$ cat config.mk
export PLATFORM = sky130hd
export DESIGN_NAME = positional_list_insert_delete
export DESIGN_NICKNAME = d
export VERILOG_FILES = /design/src/rtl/plid_pkg.sv /design/src/rtl/plid_cell.sv /design/src/rtl/plid_ctrl.sv /design/src/rtl/positional_list_insert_delete.sv
export SDC_FILE = /design/constraint.sdc
export NUM_CORES = 1
export LEC_CHECK = 0
export BUFFER_PORTS_ARGS = -buffer_cell sky130_fd_sc_hd__buf_2
export CELL_PAD_IN_SITES_DETAIL_PLACEMENT = 1
export CELL_PAD_IN_SITES_GLOBAL_PLACEMENT = 1
export CORE_MARGIN = 5
export CORE_UTILIZATION = 47
export CTS_BUF_LIST = sky130_fd_sc_hd__clkbuf_16
export DETAILED_ROUTE_END_ITERATION = 12
export GPL_ROUTABILITY_DRIVEN = 0
export GPL_TIMING_DRIVEN = 0
export PLACE_DENSITY = 0.89
export SLEW_MARGIN = 20
export SYNTH_ARGS = -nofsm -noshare
export SYNTH_HDL_FRONTEND = slang
export SYNTH_HIERARCHICAL = 1
export SYNTH_SLANG_ARGS = --single-unit
$ cat constraint.sdc
create_clock -name clk -period 12.3 [get_ports clk]
set_input_delay 2.46 -clock clk [delete_from_list [all_inputs] [get_ports clk]]
set_output_delay 2.46 -clock clk [all_outputs]
set_load 0.02 [all_outputs]
$ cat src/rtl/plid_pkg.sv
// Package for the positional list block: sizes, codes and transaction types.
// Used by plid_cell, plid_ctrl and positional_list_insert_delete; no dependencies.
`default_nettype none

package plid_pkg;

  localparam int CAPACITY = 16;
  localparam int IDX_W    = (CAPACITY > 1) ? $clog2(CAPACITY) : 1;
  localparam int CNT_W    = $clog2(CAPACITY + 1);
  // compare width: holds count + 1 and any 5-bit position
  localparam int CMP_W    = ((CNT_W > 5) ? CNT_W : 5) + 1;

  localparam logic MODE_INSERT = 1'b0;
  localparam logic MODE_DELETE = 1'b1;

  typedef enum logic [1:0] {
    ST_DONE  = 2'd0,
    ST_RANGE = 2'd1,
    ST_FULL  = 2'd2
  } status_t;

  typedef enum logic [1:0] {
    OP_HOLD   = 2'd0,
    OP_INSERT = 2'd1,
    OP_DELETE = 2'd2
  } op_t;

  typedef struct packed {
    logic               mode;
    logic [4:0]         position;
    logic signed [31:0] value;
  } req_t;

  typedef struct packed {
    status_t            status;
    logic [4:0]         length;
    logic signed [31:0] head_value;
    logic signed [31:0] tail_value;
    logic signed [31:0] removed_value;
  } rsp_t;

  // broadcast to every cell of the chain
  typedef struct packed {
    op_t              op;
    logic [IDX_W-1:0] slot;
    logic [31:0]      value;
  } cell_cmd_t;

  // values collected cell by cell along the chain
  typedef struct packed {
    logic [31:0] tail;
    logic [31:0] removed;
  } chain_t;

endpackage

`default_nettype wire

$ cat src/rtl/plid_cell.sv
// One list slot: holds an entry and shifts it to or from its neighbors.
// Depends on plid_pkg for the command and chain types.
`default_nettype none

module plid_cell
  import plid_pkg::*;
(
  input  wire logic             clk,
  input  wire cell_cmd_t        cmd,
  input  wire logic [IDX_W-1:0] idx,
  input  wire logic [CNT_W-1:0] count,
  input  wire logic [31:0]      left_data,
  input  wire logic [31:0]      right_data,
  input  wire chain_t           chain_in,
  output logic [31:0]           data,
  output chain_t                chain_out
);

  logic hit;
  logic after;
  logic last;

  assign hit   = (cmd.slot == idx);
  assign after = (idx > cmd.slot);
  assign last  = ((CNT_W'(idx) + CNT_W'(1)) == count);

  always_ff @(posedge clk) begin
    case (cmd.op)
      OP_INSERT: begin
        if (hit) begin
          data <= cmd.value;
        end else if (after) begin
          data <= left_data;
        end
      end
      OP_DELETE: begin
        // close the gap: take the right neighbor from the deleted slot on
        if (hit || after) begin
          data <= right_data;
        end
      end
      default: ;
    endcase
  end

  assign chain_out.tail    = chain_in.tail | (last ? data : 32'd0);
  assign chain_out.removed = chain_in.removed | (hit ? data : 32'd0);

endmodule

`default_nettype wire

$ cat src/rtl/plid_ctrl.sv
// Request decode, entry count and result registers of the positional list.
// Depends on plid_pkg; drives the command that all plid_cell instances share.
`default_nettype none

module plid_ctrl
  import plid_pkg::*;
(
  input  wire logic             clk,
  input  wire logic             rst,
  input  wire logic             start,
  input  wire req_t             req,
  input  wire logic [31:0]      head_data,
  input  wire chain_t           chain_end,
  output logic                  busy,
  output logic                  done,
  output cell_cmd_t             cmd,
  output logic [CNT_W-1:0]      count,
  output rsp_t                  rsp
);

  logic             accept;
  logic [CMP_W-1:0] cnt_w;
  logic [CMP_W-1:0] pos_w;
  logic             ins_full;
  logic             ins_bad;
  logic             del_bad;
  status_t          status_next;
  status_t          status;
  logic [31:0]      removed;
  logic [CNT_W-1:0] count_next;

  assign busy   = rst;
  assign accept = start && !busy;

  assign cnt_w    = CMP_W'(count);
  assign pos_w    = CMP_W'(req.position);
  assign ins_full = (count == CNT_W'(CAPACITY));
  assign ins_bad  = (req.position == 5'd0) || (pos_w > cnt_w + CMP_W'(1));
  assign del_bad  = (req.position == 5'd0) || (pos_w > cnt_w) || (cnt_w < CMP_W'(2));

  always_comb begin
    cmd.slot    = IDX_W'(req.position - 5'd1);
    cmd.value   = req.value;
    cmd.op      = OP_HOLD;
    status_next = ST_DONE;
    count_next  = count;
    if (req.mode == MODE_INSERT) begin
      if (ins_full) begin
        status_next = ST_FULL;
      end else if (ins_bad) begin
        status_next = ST_RANGE;
      end else begin
        cmd.op     = accept ? OP_INSERT : OP_HOLD;
        count_next = count + CNT_W'(1);
      end
    end else begin
      if (del_bad) begin
        status_next = ST_RANGE;
      end else begin
        cmd.op     = accept ? OP_DELETE : OP_HOLD;
        count_next = count - CNT_W'(1);
      end
    end
  end

  always_ff @(posedge clk) begin
    if (rst) begin
      count <= '0;
      done  <= 1'b0;
    end else begin
      done <= accept;
      if (accept) begin
        count   <= count_next;
        status  <= status_next;
        removed <= (cmd.op == OP_DELETE) ? chain_end.removed : 32'd0;
      end
    end
  end

  assign rsp.status        = status;
  assign rsp.length        = 5'(count);
  assign rsp.head_value    = (count != '0) ? head_data : 32'd0;
  assign rsp.tail_value    = chain_end.tail;
  assign rsp.removed_value = removed;

  a_count_bound: assert property (@(posedge clk) disable iff (rst)
    count <= CNT_W'(CAPACITY))
    else $error("entry count above capacity");

  a_done_follows: assert property (@(posedge clk) disable iff (rst)
    accept |=> done)
    else $error("accepted transaction without result strobe");

  a_no_spurious: assert property (@(posedge clk) disable iff (rst)
    !accept |=> !done)
    else $error("result strobe without accepted transaction");

  a_error_keeps: assert property (@(posedge clk) disable iff (rst)
    (done && status != ST_DONE) |-> $stable(count))
    else $error("failed request changed the list length");

endmodule

`default_nettype wire

$ cat src/rtl/positional_list_insert_delete.sv
// Top level of the positional list: a chain of CAPACITY cells and a controller.
// Depends on plid_pkg, plid_cell and plid_ctrl.
//
//   channel   handshake       payload   direction
//   request   start / busy    req_t     in
//   result    done (strobe)   rsp_t     out
//
// A request accepted at one edge updates every cell at that edge; its result
// is shown with done high during the next cycle. A new request can be taken
// in every cycle, so one transaction per clock is sustained, set by the
// parallel shift of all cells. busy is high only during reset (synchronous,
// active high), which empties the list. The receiver cannot stall.
`default_nettype none

module positional_list_insert_delete
  import plid_pkg::*;
(
  input  wire logic clk,
  input  wire logic rst,
  input  wire logic start,
  input  wire req_t req,
  output logic      busy,
  output logic      done,
  output rsp_t      rsp
);

  cell_cmd_t        cmd;
  logic [CNT_W-1:0] count;
  logic [31:0]      data  [CAPACITY];
  chain_t           chain [CAPACITY+1];

  assign chain[0] = '0;

  for (genvar i = 0; i < CAPACITY; i++) begin : g_cell
    logic [31:0] left_data;
    logic [31:0] right_data;

    if (i == 0) begin : g_first
      assign left_data = 32'd0;
    end else begin : g_mid_l
      assign left_data = data[i-1];
    end
    if (i == CAPACITY - 1) begin : g_last
      assign right_data = 32'd0;
    end else begin : g_mid_r
      assign right_data = data[i+1];
    end

    plid_cell u_cell (
      .clk        (clk),
      .cmd        (cmd),
      .idx        (IDX_W'(i)),
      .count      (count),
      .left_data  (left_data),
      .right_data (right_data),
      .chain_in   (chain[i]),
      .data       (data[i]),
      .chain_out  (chain[i+1])
    );
  end

  plid_ctrl u_ctrl (
    .clk       (clk),
    .rst       (rst),
    .start     (start),
    .req       (req),
    .head_data (data[0]),
    .chain_end (chain[CAPACITY]),
    .busy      (busy),
    .done      (done),
    .cmd       (cmd),
    .count     (count),
    .rsp       (rsp)
  );

endmodule

`default_nettype wire

Yosys cells after proc, flatten, opt, wreduce, memory -nomap -nowiden:

Cells that the tools add are included.

* bits in registers: 552
* memories: 0
* RAM bits: 0
* logic and storage cells: 297
* bits in read-only memories: 0
* input port bits: 41
* output and inout port bits: 105
* bits in latches: 0

* $add $sub $neg: 4
* shifts and indexed selects: 0
* multiply operators: 0
* $lt $le $gt $ge: 19
* divide/modulo/power cells: 0
* bitwise logic cells: 31
* mux-type cells: 111
* reduce and logical (&&, ||, !) cells: 43
* eq/ne operators: 69

Operator list (count)
* $mux 32: 81
* $pmux 32 s2: 16
* $or 32x32->32: 30
* $ne 3x1->1 const B: 16
* $reduce_and 3->1: 16
* $eq 4x5->1 const A: 8
* $eq 4x4->1 const B: 8
* $gt 4x4->1 const A: 8
* $ne 2x1->1 const B: 16
* $eq 3x5->1 const A: 4
* $mux 5: 4
* $logic_or 1x1->1: 19
* $eq 4x3->1 const B: 4
* $gt 3x4->1 const A: 4
* $mux 2: 7
* $eq 2x5->1 const A: 2
* $eq 4x2->1 const B: 2
* $gt 1x4->1 const A: 2
* $gt 2x4->1 const A: 2
* $add 5x1->6 const B: 1
* $gt 5x6->1: 1
* $ne 2x2->1 const B: 3
* $add 5x1->5 const B: 1
* $eq 1x5->1 const A: 1
* other kinds (19): 21

Logic depth before layout (Yosys ltp):

* word-level depth: 18
* mapped depth: 25
* gate-level depth less buffers: 23

Modules after synthesis:

The synthesis kept the hierarchy.

By module, submodules not included
* plid_cell: cells an instance 240, instances 16, area an instance 2387.3 um^2, seq. area each 960.9 um^2
* plid_ctrl: cells an instance 277, instances 1, area an instance 2834.0 um^2, seq. area each 1141.1 um^2
* positional_list_insert_delete: cells an instance 2, instances 1, area an instance 7.5 um^2, seq. area each 0.0 um^2

Least setup slack after synthesis:

No wires, ideal clock.

* kind: input port to flip-flop
* from: in req[32] in the netlist's numbering
* to: reg u_ctrl.removed[10] (data pin)
* arrival time: 6992 ps
* cell stages on the path: 25
* path buffers: 2
* setup slack: 5053 ps
* path through: inv_1 ha_1 xor2_1 inv_1 ha_1 and4_1 clkbuf_1 buf_2 a21o_1 a21o_1 a21o_1 a21o_1 a21o_1 a21o_1 a21o_1 a21o_1 a21o_1 a21o_1 a21o_1 a21o_1 a21o_1 a21o_1 a21o_1 a21o_1 and3_1

RTL lines
* start: declaration: RTL line positional_list_insert_delete.sv:21 `input wire req_t req,`
* end signal: assignment: RTL line plid_ctrl.sv:75 `removed <= (cmd.op == OP_DELETE) ? chain_end.removed : 32'd0;`
* end: declaration: RTL line plid_ctrl.sv:29 `logic [31:0] removed;`

==> flow_metrics.tcl <==
set metrics [dict create \
    status "finished clean" \
    root_buffer "clkbuf_16" \
    arrival_ns 8.68 \
    wl_per_cell_um 22.23 \
    worst-path-max-fanout 20 \
    pwr-share-comb 0.230 \
    fp.dieArea_um2 93320 \
    final_common_cell "a21o_1" \
    pwr-share-seq 0.397 \
    drtPass1Iterations 5 \
    r2r_start "u_ctrl/count[2]$_SDFFE_PP0P_" \
    cp.required_ns 12.66 \
    cts_sinks 552 \
    cp.depth 26 \
    drv_slew 0 \
    final_util 0.5466 \
    hold_class "reg -> reg" \
    ff2ff_setup_slack_ns 7.84 \
    grt_pass1_vias 36277 \
    core_area_um2 86750 \
    worst_hold_slack_ns 0.5776 \
    rsz0062_at_grt "false" \
    crit_path_start_kind "input pin" \
    cpMostUsedCell "a21o_1" \
    num_io_pins 146 \
    cts_buffers 68 \
    power_mw 5.436 \
    final_nets 4844 \
    internal_power_mw 3.869 \
    setup_viol 0 \
    viasPerCell 5.757 \
    track_usage 0.2690 \
    syn_to_final_growth_pct 15.54 \
    cpMaxStageDelayCell "clkinv_1" \
    endpoint "u_ctrl/removed[24]$_SDFFCE_PP0P_" \
    grt_max_degree 38 \
    totalWireLength_um 131400 \
    cts_max_level 3 \
    die_y_um 305.5 \
    post_cts_buffers 0 \
    p_sw_mw 1.566 \
    end_kind "flop" \
    synth_cell_types 50 \
    crit_start "req[32]" \
    mappedNetlistArea_um2 41040 \
    fmaxAchievable_mhz 120.2 \
    grt_pass1_wl_um 204900 \
    syn_area_per_cell_um2 9.963 \
    tightest_slew_ns 1.140 \
    grt_antenna_before_repair 1 \
    ys_warn_count 6 \
    path_delay_family "compound AO/OA/AOI/OAI gates" \
    r2r-end "g_cell[0].u_cell/data[11]$_DFFE_PP_" \
    ys.flop_type "edfxtp_1" \
    yosys_register_bits 552 \
    fin_setup_tns_ns 0 \
    power_density_nw_per_um2 114.6 \
    cts_resized 0 \
    ys_seq_area_frac 0.4025 \
    clk_pin_slew_ns 0.06 \
    synth_area_leaders "edfxtp_1 (40%), a21o_1 (19%), mux2i_1 (13%)" \
    p_sw_frac 0.2882 \
    cap_viol_max_count 0 \
    fin_crit_sh 0.6762 \
    drtIter0Drc 2425 \
    fin_crit_ns 8.317 \
    synthCells 4119 \
    clock_skew_ns 0.02530 \
    dr_total_vias 34023 \
    insertion_delay_ns 0.62 \
    rows 108 \
    cts_tree "done" \
    die_x_um 305.5 \
    hpwlAfterDp_um 101500 \
    path_class "in -> reg" \
    io_buffer_count 113 \
    start_util 0.4730 \
    synth_edf_count 546 \
    final_cell_mix "a21o_1 (1029), edfxtp_1 (546), nand2_1 (514)" \
    ir_worst_vdd_v 0.00008568 \
    netlist.area_leader.share 0.3995 \
    yosys.area.top_type "edfxtp_1" \
    ctsLongestPathBuffers 3 \
    clkPwrFrac 0.374 \
    hold_buffers 0 \
    crit_buf_inv 6 \
    route.detailed.drc 0 \
    hold_viol 0 \
    globalRouteOverflowTotal 0 \
    async_reset_ff_frac 0 \
    fillCellCount 9844 \
    rr_worst_depth 12 \
    p_leak_nw 23.92 \
    ant_nets 0 \
    cp_slowest_stage_delay_ns 0.86 \
    post_route_cells_drive_above_1_share 0.1149 \
    maxSlewHeadroom 0.2355 \
]
## flip-flops by register name, indices dropped and copies added (netlist names)
register            cells
g_cell.u_cell/data    512
u_ctrl/removed         32
u_ctrl/done             1
u_ctrl/status           2
u_ctrl/count            5
## power groups by stage
stage | sequential [mW] | clock, mW | combinational, mW
3_3_place_gp | 2.20 | 0 | 1.13
2_1_floorplan | 2.19 | 0 | 0.883
3_5_place_dp | 2.19 | 0 | 1.21
4_1_cts | 2.15 | 2.07 | 1.23
5_1_grt | 2.16 | 2.15 | 1.34
6_report | 2.16 | 2.03 | 1.25
## cell usage after synthesis (17+ instances only)
cell and n:
a21o_1 1029, edfxtp_1 546, nand2_1 514, mux2i_1 513, o21ai_0 305, o21ai_1 228, buf_4 118, ha_1 97
nor2b_1 84, inv_1 76, xnor2_1 70, buf_2 65, buf_1 61, clkbuf_1 57, buf_6 48, nand3_1 38
and3_1 33, nand2b_1 33, a21oi_1 23, nor2_1 19, xor2_1 18, a211oi_2 17, nand4_1 17
## how the worst min path moves through the flow
| stage | start | end | slack (ns) | cells past startpoint |
|---|---|---|---|---|
| 2_1_floorplan | g_cell[15].u_cell/data[10]$_DFFE_PP_ | g_cell[14].u_cell/data[10]$_DFFE_PP_ | 0.55 | 2 |
| 5_1_grt | g_cell[15].u_cell/data[15]$_DFFE_PP_ | g_cell[14].u_cell/data[15]$_DFFE_PP_ | 0.63 | 2 |
| 6_report | g_cell[15].u_cell/data[21]$_DFFE_PP_ | g_cell[14].u_cell/data[21]$_DFFE_PP_ | 0.58 | 2 |
| 4_1_cts | g_cell[15].u_cell/data[21]$_DFFE_PP_ | g_cell[14].u_cell/data[21]$_DFFE_PP_ | 0.59 | 2 |
| 3_5_place_dp | g_cell[15].u_cell/data[20]$_DFFE_PP_ | g_cell[14].u_cell/data[20]$_DFFE_PP_ | 0.57 | 2 |
| 3_3_place_gp | g_cell[15].u_cell/data[3]$_DFFE_PP_ | g_cell[14].u_cell/data[3]$_DFFE_PP_ | 0.56 | 2 |
## tightest hold or removal path, delay by kind of cell, from the launching register on
family             cells  cell delay (ns)
AOI/OAI and AO/OA      1             0.06
and+or+nand+nor        1             0.06
DFF                    1             0.37
## cell families after synthesis
logic type / count (synthesis) / synth area share
other: 2 / 0.0001830
AND/OR/NAND/NOR: 780 / 0.08720
AO/OA/AOI/OAI: 1656 / 0.2751
adder cells (fa/ha/maj): 98 / 0.03006
multiplexers: 513 / 0.1251
buffers and inverters: 430 / 0.06110
XOR/XNOR: 88 / 0.01878
flip-flops: 552 / 0.4025
## routing by layer
metal / track usage / vias up / share of wire
li1: - / 15941 / -
met1: 0.3499 / 16870 / 0.43
met2: 0.4754 / 1028 / 0.49
met4: 0.08785 / 0 / 0.033
met5: 0 / - / 0
met3: 0.02479 / 184 / 0.045
## metrics by stage
step | area [um^2] | setup WS [ns] | std cells
2_1_floorplan | 42470 | 5.053 | 4501
5_1_grt | 47420 | 3.784 | 5910
6_report | 47420 | 3.983 | 5910
3_5_place_dp | 45210 | 3.730 | 5790
3_3_place_gp | 44480 | 2.737 | 5769
4_1_cts | 47410 | 4.369 | 5909
## layout make-up
type	instances	area (um^2)	share of cell area
multi-input cells	3519	23660	0.4990
flip-flops and latches	552	16520	0.3484
plain buffers	352	2210	0.04660
clock buffers	68	1702	0.03589
well taps	1155	1445	0.03048
repair buffers	134	1080	0.02277
clock inverters	51	498.0	0.01050
inverters	78	297.8	0.006280
diodes	1	2.502	0.00005277
(Power assumes the default switching activity.)
